===== src/hdl/ctd_pkg.sv =====
// Shared types, constants and register codes for the crank trigger decoder.
package ctd_pkg;

  localparam int TIME_BITS_DEF = 32;

  localparam int IN_W  = 88;
  localparam int OUT_W = 152;
  localparam int CFG_IDX_W = 3;
  localparam int CFG_DATA_W = 16;

  localparam logic [CFG_IDX_W-1:0] REG_DECODER_MODE    = 3'd0;
  localparam logic [CFG_IDX_W-1:0] REG_TOOTH_COUNT     = 3'd1;
  localparam logic [CFG_IDX_W-1:0] REG_MISSING_TEETH   = 3'd2;
  localparam logic [CFG_IDX_W-1:0] REG_EDGES_PER_TOOTH = 3'd3;
  localparam logic [CFG_IDX_W-1:0] REG_INJ_MIN_WIDTH   = 3'd4;
  localparam logic [CFG_IDX_W-1:0] REG_INJ_MAX_WIDTH   = 3'd5;
  localparam logic [CFG_IDX_W-1:0] REG_DWELL_MIN_TIME  = 3'd6;
  localparam logic [CFG_IDX_W-1:0] REG_DWELL_MAX_TIME  = 3'd7;

  localparam logic MODE_MISSING_TOOTH = 1'b0;

  typedef enum logic [3:0] {
    ST_IDLE,
    ST_EVAL,
    ST_ANG_START,
    ST_ANG_WAIT,
    ST_MUL,
    ST_TIME_START,
    ST_TIME_WAIT,
    ST_RESULT,
    ST_HOLD
  } ctd_state_t;

  typedef struct packed {
    logic load;
    logic eval;
    logic div_start;
    logic ang_take;
    logic mul;
    logic time_start;
    logic time_take;
    logic out_load;
  } ctd_cmd_t;

  typedef struct packed {
    logic sched;
    logic div_done;
    logic time_done;
  } ctd_status_t;

endpackage


===== src/hdl/crank_trigger_decoder_scheduler_core.sv =====
// Top level of the crank trigger decoder and injection/ignition scheduler.
//
//  Channel  Dir  Signals                       Contents
//  s_*      in   tvalid tready tdata[87:0]     one crank edge item
//  m_*      out  tvalid tready tdata tuser     one decode and schedule item
//  cfg_*    in   valid ready index data        register writes
//
// An edge without a schedule passes through the EVAL and RESULT states before it is offered.
// A scheduled edge also runs the dwell angle divider, which gives one quotient bit per cycle
// over TIME_BITS+9 bits, and the divide by 360 of the spark time, which gives one 16-bit digit
// per cycle.
// One item is in flight; a stalled result holds the block, and the next item is taken
// in the cycle after the result is taken. Reset restores register defaults and the decoder.
module crank_trigger_decoder_scheduler_core #(
  parameter int TIME_BITS = ctd_pkg::TIME_BITS_DEF
) (
  input  logic                            clk,
  input  logic                            rst,
  input  logic                            s_tvalid,
  output logic                            s_tready,
  // edge_time[31:0], pulse_width_one[47:32], pulse_width_two[63:48],
  // spark_advance[71:64], dwell_request[87:72]
  input  logic [ctd_pkg::IN_W-1:0]        s_tdata,
  output logic                            m_tvalid,
  input  logic                            m_tready,
  // edge_accepted[0], in_sync[1], rev_period[33:2], inj_bank[34],
  // inj_delay[66:35], inj_width[82:67], ign_coil[83], ign_delay[115:84],
  // ign_dwell[147:116], zero fill[151:148]
  output logic [ctd_pkg::OUT_W-1:0]       m_tdata,
  // schedule_valid[0]
  output logic                            m_tuser,
  input  logic                            cfg_valid,
  output logic                            cfg_ready,
  input  logic [ctd_pkg::CFG_IDX_W-1:0]   cfg_index,
  input  logic [ctd_pkg::CFG_DATA_W-1:0]  cfg_data
);
  import ctd_pkg::*;

  ctd_cmd_t    cmd;
  ctd_status_t status;

  assign cfg_ready = 1'b1;

  ctd_ctrl u_ctrl (
    .clk      (clk),
    .rst      (rst),
    .s_tvalid (s_tvalid),
    .s_tready (s_tready),
    .m_tvalid (m_tvalid),
    .m_tready (m_tready),
    .status   (status),
    .cmd      (cmd)
  );

  ctd_dp #(.TIME_BITS(TIME_BITS)) u_dp (
    .clk       (clk),
    .rst       (rst),
    .cmd       (cmd),
    .status    (status),
    .s_tdata   (s_tdata),
    .cfg_valid (cfg_valid),
    .cfg_index (cfg_index),
    .cfg_data  (cfg_data),
    .m_tdata   (m_tdata),
    .m_tuser   (m_tuser)
  );

  a_no_accept_while_holding: assert property (@(posedge clk) disable iff (rst)
    (s_tvalid && s_tready) |-> !m_tvalid)
    else $error("item accepted while a result is pending");

  a_busy_after_accept: assert property (@(posedge clk) disable iff (rst)
    (s_tvalid && s_tready) |=> !s_tready)
    else $error("ready stayed high after an accepted item");

  a_schedule_needs_sync: assert property (@(posedge clk) disable iff (rst)
    (m_tvalid && m_tuser) |-> (m_tdata[0] && m_tdata[1]))
    else $error("schedule issued without an accepted edge in sync");

  a_div_start_clears_done: assert property (@(posedge clk) disable iff (rst)
    cmd.div_start |=> !status.div_done)
    else $error("divider reported done right after a start");
endmodule


===== src/hdl/ctd_div.sv =====
// Dividers: a restoring divider with one quotient bit per cycle, and a divide-by-360 unit.
module ctd_div #(
  parameter int NW = 41,
  parameter int DW = 32
) (
  input  logic          clk,
  input  logic          rst,
  input  logic          start,
  input  logic [NW-1:0] dividend,
  input  logic [DW-1:0] divisor,
  output logic [NW-1:0] quotient,
  output logic          done
);
  localparam int CW = $clog2(NW + 1);

  logic [DW-1:0] rem;
  logic [NW-1:0] quo;
  logic [CW-1:0] cnt;
  logic          busy;
  logic [DW:0]   shifted;
  logic [DW:0]   diff;
  logic          ge;

  assign shifted  = {rem, quo[NW-1]};
  assign ge       = shifted >= {1'b0, divisor};
  assign diff     = shifted - {1'b0, divisor};
  assign quotient = quo;

  always_ff @(posedge clk) begin
    if (rst) begin
      busy <= 1'b0;
      done <= 1'b0;
      cnt  <= '0;
    end else if (start) begin
      busy <= 1'b1;
      done <= 1'b0;
      cnt  <= CW'(NW);
    end else if (busy) begin
      cnt <= cnt - 1'b1;
      if (cnt == CW'(1)) begin
        busy <= 1'b0;
        done <= 1'b1;
      end
    end
  end

  always_ff @(posedge clk) begin
    if (start) begin
      rem <= '0;
      quo <= dividend;
    end else if (busy) begin
      rem <= ge ? diff[DW-1:0] : shifted[DW-1:0];
      quo <= {quo[NW-2:0], ge};
    end
  end
endmodule

// Divides by 360 one 16-bit digit per cycle, each digit by reciprocal multiplication.
module ctd_div360 #(
  parameter int NW = 41
) (
  input  logic          clk,
  input  logic          rst,
  input  logic          start,
  input  logic [NW-1:0] dividend,
  output logic [NW-1:0] quotient,
  output logic          done
);
  localparam int ND = (NW + 15) / 16;
  localparam int XW = ND * 16;
  localparam int CW = $clog2(ND + 1);
  // ceil(2^34 / 360); exact for every partial value below 360 * 2^16.
  localparam logic [25:0] RECIP = 26'd47721859;

  logic [XW-1:0] xr, qr;
  logic [8:0]    rr;
  logic [CW-1:0] cnt;
  logic          busy;
  logic [24:0]   val;
  logic [49:0]   prod;
  logic [15:0]   qd;
  logic [8:0]    rem;

  assign val      = {rr, xr[XW-1 -: 16]};
  assign prod     = 50'(val) * 50'(RECIP);
  assign qd       = prod[49:34];
  assign rem      = 9'(val - 25'(qd) * 25'd360);
  assign quotient = qr[NW-1:0];

  always_ff @(posedge clk) begin
    if (rst) begin
      busy <= 1'b0;
      done <= 1'b0;
      cnt  <= '0;
    end else if (start) begin
      busy <= 1'b1;
      done <= 1'b0;
      cnt  <= CW'(ND);
    end else if (busy) begin
      cnt <= cnt - 1'b1;
      if (cnt == CW'(1)) begin
        busy <= 1'b0;
        done <= 1'b1;
      end
    end
  end

  always_ff @(posedge clk) begin
    if (start) begin
      xr <= XW'(dividend);
      qr <= '0;
      rr <= '0;
    end else if (busy) begin
      xr <= {xr[XW-17:0], 16'd0};
      qr <= {qr[XW-17:0], qd};
      rr <= rem;
    end
  end
endmodule


===== src/hdl/ctd_ctrl.sv =====
// Controller state machine that sequences decode, division and result hand-off.
module ctd_ctrl (
  input  logic                clk,
  input  logic                rst,
  input  logic                s_tvalid,
  output logic                s_tready,
  output logic                m_tvalid,
  input  logic                m_tready,
  input  ctd_pkg::ctd_status_t status,
  output ctd_pkg::ctd_cmd_t   cmd
);
  import ctd_pkg::*;

  ctd_state_t state, state_next;

  always_ff @(posedge clk) begin
    if (rst) state <= ST_IDLE;
    else     state <= state_next;
  end

  always_comb begin
    state_next = state;
    unique case (state)
      ST_IDLE:       if (s_tvalid) state_next = ST_EVAL;
      ST_EVAL:       state_next = status.sched ? ST_ANG_START : ST_RESULT;
      ST_ANG_START:  state_next = ST_ANG_WAIT;
      ST_ANG_WAIT:   if (status.div_done) state_next = ST_MUL;
      ST_MUL:        state_next = ST_TIME_START;
      ST_TIME_START: state_next = ST_TIME_WAIT;
      ST_TIME_WAIT:  if (status.time_done) state_next = ST_RESULT;
      ST_RESULT:     state_next = ST_HOLD;
      ST_HOLD:       if (m_tready) state_next = ST_IDLE;
      default:       state_next = ST_IDLE;
    endcase
  end

  always_comb begin
    cmd      = '0;
    s_tready = 1'b0;
    m_tvalid = 1'b0;
    unique case (state)
      ST_IDLE: begin
        s_tready = 1'b1;
        cmd.load = s_tvalid;
      end
      ST_EVAL:       cmd.eval = 1'b1;
      ST_ANG_START:  cmd.div_start = 1'b1;
      ST_ANG_WAIT:   cmd.ang_take = status.div_done;
      ST_MUL:        cmd.mul = 1'b1;
      ST_TIME_START: cmd.time_start = 1'b1;
      ST_TIME_WAIT:  cmd.time_take = status.time_done;
      ST_RESULT:     cmd.out_load = 1'b1;
      ST_HOLD:       m_tvalid = 1'b1;
      default:       cmd = '0;
    endcase
  end
endmodule


===== src/hdl/ctd_dp.sv =====
// Datapath: configuration, decoder state, schedule arithmetic and result register.
module ctd_dp #(
  parameter int TIME_BITS = ctd_pkg::TIME_BITS_DEF
) (
  input  logic                            clk,
  input  logic                            rst,
  input  ctd_pkg::ctd_cmd_t               cmd,
  output ctd_pkg::ctd_status_t            status,
  input  logic [ctd_pkg::IN_W-1:0]        s_tdata,
  input  logic                            cfg_valid,
  input  logic [ctd_pkg::CFG_IDX_W-1:0]   cfg_index,
  input  logic [ctd_pkg::CFG_DATA_W-1:0]  cfg_data,
  output logic [ctd_pkg::OUT_W-1:0]       m_tdata,
  output logic                            m_tuser
);
  import ctd_pkg::*;

  localparam int TB = TIME_BITS;
  localparam int NW = TB + 9;
  localparam int IW = TB + 2;

  // Configuration registers.
  logic        decoder_mode;
  logic [7:0]  tooth_count;
  logic [3:0]  missing_teeth;
  logic [1:0]  edges_per_tooth;
  logic [15:0] inj_min_width, inj_max_width, dwell_min_time, dwell_max_time;

  always_ff @(posedge clk) begin
    if (rst) begin
      decoder_mode    <= MODE_MISSING_TOOTH;
      tooth_count     <= 8'd36;
      missing_teeth   <= 4'd1;
      edges_per_tooth <= 2'd2;
      inj_min_width   <= 16'd500;
      inj_max_width   <= 16'd20000;
      dwell_min_time  <= 16'd1500;
      dwell_max_time  <= 16'd6000;
    end else if (cfg_valid) begin
      unique case (cfg_index)
        REG_DECODER_MODE:    decoder_mode    <= cfg_data[0];
        REG_TOOTH_COUNT:     tooth_count     <= cfg_data[7:0];
        REG_MISSING_TEETH:   missing_teeth   <= cfg_data[3:0];
        REG_EDGES_PER_TOOTH: edges_per_tooth <= cfg_data[1:0];
        REG_INJ_MIN_WIDTH:   inj_min_width   <= cfg_data;
        REG_INJ_MAX_WIDTH:   inj_max_width   <= cfg_data;
        REG_DWELL_MIN_TIME:  dwell_min_time  <= cfg_data;
        REG_DWELL_MAX_TIME:  dwell_max_time  <= cfg_data;
        default:             decoder_mode    <= decoder_mode;
      endcase
    end
  end

  // Captured input item.
  logic [TB-1:0]     now;
  logic [15:0]       pw_one, pw_two, dwell_req;
  logic signed [7:0] advance;

  always_ff @(posedge clk) begin
    if (cmd.load) begin
      now       <= TB'(s_tdata[31:0]);
      pw_one    <= s_tdata[47:32];
      pw_two    <= s_tdata[63:48];
      advance   <= s_tdata[71:64];
      dwell_req <= s_tdata[87:72];
    end
  end

  // Decoder state.
  logic [TB-1:0] last_edge_time, last_gap_time, last_sync_time, revolution_period;
  logic [15:0]   pulse_count;
  logic          sync_flag, bank_toggle, sync_time_valid;
  logic [7:0]    sync_loss_count;

  logic [TB-1:0] last_edge_time_next, last_gap_time_next, last_sync_time_next;
  logic [TB-1:0] revolution_period_next;
  logic [15:0]   pulse_count_next;
  logic          sync_flag_next, bank_toggle_next, sync_time_valid_next;
  logic [7:0]    sync_loss_count_next;
  logic          accepted, sched;

  logic [TB-1:0] gap, base, over;
  logic [15:0]   pc_inc;
  logic [7:0]    actual;
  logic [9:0]    expected;
  logic [10:0]   lo, hi;
  logic          is_gap, in_window;

  always_comb begin
    gap      = now - last_edge_time;
    base     = (last_gap_time != '0) ? last_gap_time : gap;
    over     = gap - base;
    is_gap   = (gap > base) && (over > (base >> 1));
    pc_inc   = pulse_count + 16'd1;
    actual   = (tooth_count > {4'd0, missing_teeth}) ?
               tooth_count - {4'd0, missing_teeth} : 8'd0;
    expected = {2'd0, actual} * {8'd0, edges_per_tooth};
    lo       = (expected > 10'd10) ? {1'b0, expected} - 11'd10 : 11'd0;
    hi       = {1'b0, expected} + 11'd10;
    in_window = (pc_inc >= {5'd0, lo}) && (pc_inc <= {5'd0, hi});

    last_edge_time_next    = last_edge_time;
    last_gap_time_next     = last_gap_time;
    last_sync_time_next    = last_sync_time;
    revolution_period_next = revolution_period;
    pulse_count_next       = pulse_count;
    sync_flag_next         = sync_flag;
    bank_toggle_next       = bank_toggle;
    sync_time_valid_next   = sync_time_valid;
    sync_loss_count_next   = sync_loss_count;
    accepted               = 1'b0;
    sched                  = 1'b0;

    if (decoder_mode == MODE_MISSING_TOOTH) begin
      if (gap >= TB'(50)) begin
        accepted            = 1'b1;
        last_edge_time_next = now;
        pulse_count_next    = pc_inc;
        last_gap_time_next  = gap;
        if (is_gap) begin
          pulse_count_next = 16'd1;
          if (in_window) begin
            sync_flag_next       = 1'b1;
            sync_loss_count_next = 8'd0;
            if (sync_time_valid) revolution_period_next = now - last_sync_time;
            last_sync_time_next  = now;
            sync_time_valid_next = 1'b1;
            bank_toggle_next     = !bank_toggle;
            sched                = (revolution_period_next != '0);
          end else begin
            if (sync_loss_count != 8'd255) sync_loss_count_next = sync_loss_count + 8'd1;
            if (sync_loss_count_next > 8'd10) sync_flag_next = 1'b0;
          end
        end
      end
    end else begin
      if (gap >= TB'(500)) begin
        accepted               = 1'b1;
        sync_flag_next         = 1'b1;
        pulse_count_next       = 16'd1;
        revolution_period_next = gap;
        last_edge_time_next    = now;
        last_sync_time_next    = now;
        sync_time_valid_next   = 1'b1;
        bank_toggle_next       = !bank_toggle;
        sched                  = 1'b1;
      end
    end
  end

  always_ff @(posedge clk) begin
    if (rst) begin
      last_edge_time    <= '0;
      last_gap_time     <= '0;
      last_sync_time    <= '0;
      revolution_period <= '0;
      pulse_count       <= '0;
      sync_flag         <= 1'b0;
      bank_toggle       <= 1'b0;
      sync_time_valid   <= 1'b0;
      sync_loss_count   <= '0;
    end else if (cmd.eval) begin
      last_edge_time    <= last_edge_time_next;
      last_gap_time     <= last_gap_time_next;
      last_sync_time    <= last_sync_time_next;
      revolution_period <= revolution_period_next;
      pulse_count       <= pulse_count_next;
      sync_flag         <= sync_flag_next;
      bank_toggle       <= bank_toggle_next;
      sync_time_valid   <= sync_time_valid_next;
      sync_loss_count   <= sync_loss_count_next;
    end
  end

  // Schedule arithmetic.
  logic          acc_r, sched_r;
  logic [15:0]   pw_r, dclamp_r;
  logic [TB-1:0] dwell_r;
  logic [7:0]    dang_r;
  logic [NW-1:0] prod_r;
  logic [31:0]   ign_delay_r;

  logic [15:0]   pw_sel, pw_ok, d_lo, d_clamp;
  logic [24:0]   dw360;
  logic [8:0]    spark, ang;
  logic [NW-1:0] dividend, quotient, t_quotient;
  logic [TB-1:0] divisor;
  logic          div_done, time_done;
  logic [IW-1:0] inj_t;
  logic [OUT_W-1:0] out_next;

  always_comb begin
    pw_sel  = bank_toggle_next ? pw_two : pw_one;
    pw_ok   = (pw_sel < inj_min_width || pw_sel > inj_max_width) ? inj_min_width : pw_sel;
    d_lo    = (dwell_req < dwell_min_time) ? dwell_min_time : dwell_req;
    d_clamp = (d_lo > dwell_max_time) ? dwell_max_time : d_lo;
    dw360   = {9'd0, dclamp_r} * 25'd360;
    spark   = (advance > 8'sd0) ? 9'd360 - {1'b0, advance} : 9'd360;
    ang     = spark - {1'b0, dang_r};
    dividend = NW'(dw360);
    divisor  = revolution_period;
    inj_t    = IW'(revolution_period >> 2) * IW'(3) +
               IW'(({2'd0, revolution_period[1:0]} * 4'd3) >> 2);
  end

  ctd_div #(.NW(NW), .DW(TB)) u_div (
    .clk      (clk),
    .rst      (rst),
    .start    (cmd.div_start),
    .dividend (dividend),
    .divisor  (divisor),
    .quotient (quotient),
    .done     (div_done)
  );

  ctd_div360 #(.NW(NW)) u_div360 (
    .clk      (clk),
    .rst      (rst),
    .start    (cmd.time_start),
    .dividend (prod_r),
    .quotient (t_quotient),
    .done     (time_done)
  );

  always_ff @(posedge clk) begin
    if (cmd.eval) begin
      acc_r    <= accepted;
      sched_r  <= sched;
      pw_r     <= pw_ok;
      dclamp_r <= d_clamp;
      dwell_r  <= TB'(d_clamp);
    end
    if (cmd.ang_take) begin
      if (quotient > NW'(180)) begin
        dang_r  <= 8'd180;
        dwell_r <= revolution_period >> 1;
      end else begin
        dang_r  <= quotient[7:0];
      end
    end
    if (cmd.mul) prod_r <= NW'(ang) * NW'(revolution_period);
    if (cmd.time_take) ign_delay_r <= 32'(t_quotient);
  end

  always_comb begin
    out_next        = '0;
    out_next[0]     = acc_r;
    out_next[1]     = sync_flag;
    out_next[33:2]  = 32'(revolution_period);
    if (sched_r) begin
      out_next[34]      = bank_toggle;
      out_next[66:35]   = 32'(inj_t);
      out_next[82:67]   = pw_r;
      out_next[83]      = bank_toggle;
      out_next[115:84]  = ign_delay_r;
      out_next[147:116] = 32'(dwell_r);
    end
  end

  always_ff @(posedge clk) begin
    if (cmd.out_load) begin
      m_tdata <= out_next;
      m_tuser <= sched_r;
    end
  end

  assign status.sched     = sched;
  assign status.div_done  = div_done;
  assign status.time_done = time_done;
endmodule


===== config.mk =====
export PLATFORM = sky130hd
export DESIGN_NAME = crank_trigger_decoder_scheduler_core
export DESIGN_NICKNAME = d
export VERILOG_FILES = /design/src/hdl/ctd_pkg.sv /design/src/hdl/crank_trigger_decoder_scheduler_core.sv /design/src/hdl/ctd_div.sv /design/src/hdl/ctd_ctrl.sv /design/src/hdl/ctd_dp.sv
export SDC_FILE = /design/constraint.sdc
export NUM_CORES = 2
export LEC_CHECK = 0
export BUFFER_PORTS_ARGS = -buffer_cell sky130_fd_sc_hd__buf_4
export CAP_MARGIN = 20
export CELL_PAD_IN_SITES_DETAIL_PLACEMENT = 0
export CELL_PAD_IN_SITES_GLOBAL_PLACEMENT = 1
export CORE_ASPECT_RATIO = 0.7
export CORE_UTILIZATION = 35
export DETAILED_ROUTE_END_ITERATION = 10
export HOLD_SLACK_MARGIN = 0.02
export MAX_ROUTING_LAYER = met4
export PLACE_DENSITY_LB_ADDON = 0.05
export SYNTH_ARGS = -nofsm -noshare
export SYNTH_HDL_FRONTEND = slang
export SYNTH_SLANG_ARGS = --single-unit

===== constraint.sdc =====
create_clock -name clk -period 24.3 [get_ports clk]
set_input_delay 4.86 -clock clk [delete_from_list [all_inputs] [get_ports clk]]
set_output_delay 4.86 -clock clk [all_outputs]
set_load 0.005 [all_outputs]

==> results.cfg <==
[clock_network]
cts_sinks = 795
cts_htree_levels = 3
cts_root_buffer = clkbuf_16
cts_buffers = 91
cts_tree = done
post_cts_buffers = 0
clock_latency_ns = 0.74
clk_pin_slew_worst_paths_ns = 0.06
cts_resized = 0
hold_buffers = 0
clock_path_buffers = 3

[setup_path]
cp_top_family = compound AO/OA/AOI/OAI gates
critPathCaptureType = flip-flop
path_buf_inv = 3
crit_slowest_cell = a2111oi_0
arrival_ns = 13.02
worstSetupStartpointType = flip-flop
crit_type = reg2reg
crit_required_ns = 24.78
crit_path_max_incr_delay_ns = 0.67
path_depth = 48
critPathMaxFanout = 16
rr_worst_depth = 48

[routing]
viasPerCell = 5.07
drt-wirelength-per-cell_um = 22.0
drtIter0Drc = 3001
drtAntennaViolNets = 0
dr.pass1.iters = 6
finalWirelength_um = 198000
vias = 45700
drc = 0

[timing]
rsz0062_at_grt = no
fin_setup_tns_ns = 0
slew_viol_final = 0
fin_skew_ns = 0.0435
finalCritPeriodShare = 0.516
maxSlewHeadroom = 0.248
tightest_slew_ns = 1.13
setup_ws_ns = 11.76
setup_violations = 0
period_needed_ns = 12.54
hold_viol_final = 0
fmax_mhz = 79.7

[synthesis]
syn_inst = 6417
synth_top_area_share = 0.203
netlist_area_mm2 = 0.0612
synth_top_area_cell = edfxtp_1
synth_edf_count = 414
ys_ff_latch = 795
post_synth_num_cell_types = 90
yosys-top-cells-area = edfxtp_1, fa_1, ha_1
ys_seq_area_frac = 0.328
syn_avg_cell_area_um2 = 9.53
synth_flop_cell = edfxtp_1
yosysWarnings = 0
async_reset_ff_frac = 0

[cells_and_area]
area_growth_pct = 13.0
final_nets = 7822
stdcell_area_mm2 = 0.0691
drive_gt1_frac = 0.0893

[hold_path]
hold_depth = 0
hold_path_class = reg2reg

[floorplan]
start_util = 0.355
num_rows = 127
fp.dieW_um = 502
core-area_mm2 = 0.172
fp.dieArea_mm2 = 0.176
die_height_um = 352
ioPinCount = 268

[global_routing]
antenna_found_initial = 10
grt_max_degree = 176
grt_usage = 0.232
grt_pass1_wl_um = 299000
overflow = 0
grt_pass1_vias = 45700

[job]
maxCapViolCount = 0

[place]
gp_congestion = 0.884
dp_hpwl_um = 154000
io_buffers = 262
post_dp_cell_area_mm2 = 0.0660
place_ws_ns = 11.79

[status]
status = completed
## cell type report
cell class              instances  area, um2
fillers                     17300     103000
diodes                          3       7.51
well taps                    2322       2910
repair buffers                355       2710
flip-flops and latches        795      20100
clock buffers                 118       2460
clock inverters                54        667
multi-input cells            4575      37300
inverters                     802       3020
## path summary, 6_finish.rpt
path,slack (ns),start,endpoint
worst min register to register,0.43,u_dp.u_div360.qr[27],u_dp.ign_delay_r[27]
worst min-delay path,0.43,u_dp.u_div360.qr[27],u_dp.ign_delay_r[27]
worst max-delay path,11.76,u_dp.now[0],u_dp.pw_r[2]
worst max register to register,11.76,u_dp.now[0],u_dp.pw_r[2]
## sequential cells by signal (all words and copies together), names as in the netlist, 32 cells and up
signal and cells:
u_dp.divisor 32, u_dp.dwell_r 32, u_dp.ign_delay_r 32, u_dp.last_edge_time 32, u_dp.last_gap_time 32, u_dp.last_sync_time 32, u_dp.m_tdata 147, u_dp.now 32
u_dp.prod_r 41, u_dp.u_div.quotient 41, u_dp.u_div.rem 32, u_dp.u_div360.qr 32, u_dp.u_div360.xr 48
## stage by stage
stage	hold slack [ns]	util	instances
floorplan	0.400	-	6421
global placement	0.410	0.383	8846
detailed placement	0.414	0.383	8849
CTS	0.428	0.401	9021
global route	0.432	0.401	9021
finish	0.428	0.401	9024
## cell usage after synthesis, drive strengths merged, types with 9 or more instances
| master | number |
|---|---|
| inv | 802 |
| ha | 670 |
| nand2 | 640 |
| nor2 | 474 |
| fa | 420 |
| edfxtp | 414 |
| a21oi | 404 |
| dfxtp | 381 |
| clkbuf | 221 |
| o21ai | 220 |
| and2 | 207 |
| mux2i | 164 |
| xnor2 | 151 |
| a21o | 114 |
| nand3 | 104 |
| nand2b | 95 |
| xor2 | 84 |
| nor3 | 75 |
| a211oi | 60 |
| nor2b | 59 |
| o21a | 54 |
| nand4 | 47 |
| and3 | 46 |
| a31oi | 40 |
| o211ai | 35 |
| a211o | 33 |
| nor4 | 33 |
| o21bai | 31 |
| mux2 | 30 |
| buf | 28 |
| o22ai | 28 |
| or3 | 24 |
| a221oi | 21 |
| nand3b | 18 |
| a21boi | 17 |
| or2 | 16 |
| and4 | 14 |
| a2111oi | 13 |
| o31ai | 13 |
| nor3b | 10 |
| or4 | 10 |
| o41ai | 9 |
## worst reg2reg max path: cells and delay by family, from the launching register on
kind,cells,cell delay [ns]
buf+inv,3,0.44
xor+xnor,2,0.58
mux,3,1.05
compound gates,25,6.93
fa+ha+maj,5,1.56
flops,1,0.41
simple gates,10,1.32
## per-layer routing
layer	vias up	GRT usage	part of all wire
li1	22300	-	-
met1	22500	0.365	0.55
met2	803	0.319	0.40
met3	161	0.0240	0.038
met4	0	0.0394	0.015
met5	-	-	0
## cell usage in the layout (no fill, tap or decap), drive strengths merged, types with 95 or more instances in the layout
master | netlist | layout
a21o | 114 | 114
a21oi | 404 | 404
nand3 | 104 | 104
fa | 420 | 420
mux2i | 164 | 164
nor2 | 474 | 474
buf | 28 | 354
inv | 802 | 812
ha | 670 | 670
o21ai | 220 | 220
and2 | 207 | 207
nand2b | 95 | 95
edfxtp | 414 | 414
xnor2 | 151 | 151
clkbuf | 221 | 119
nand2 | 640 | 640
dfxtp | 381 | 381
## cell families (layout without fill, tap and decap cells)
family | after synthesis | after routing | synth area share
compound gates | 1166 | 1166 | 0.121
xor+xnor | 235 | 235 | 0.0337
fa+ha+maj | 1091 | 1091 | 0.275
buf+inv | 1051 | 1329 | 0.0650
flops | 795 | 795 | 0.328
mux | 194 | 194 | 0.0324
other cells | 2 | 9 | 0.000123
simple gates | 1883 | 1883 | 0.145
Power is left out: the tool's default activity adds up to more than one toggle a clock period on the data nets, which glitch-free logic cannot reach.
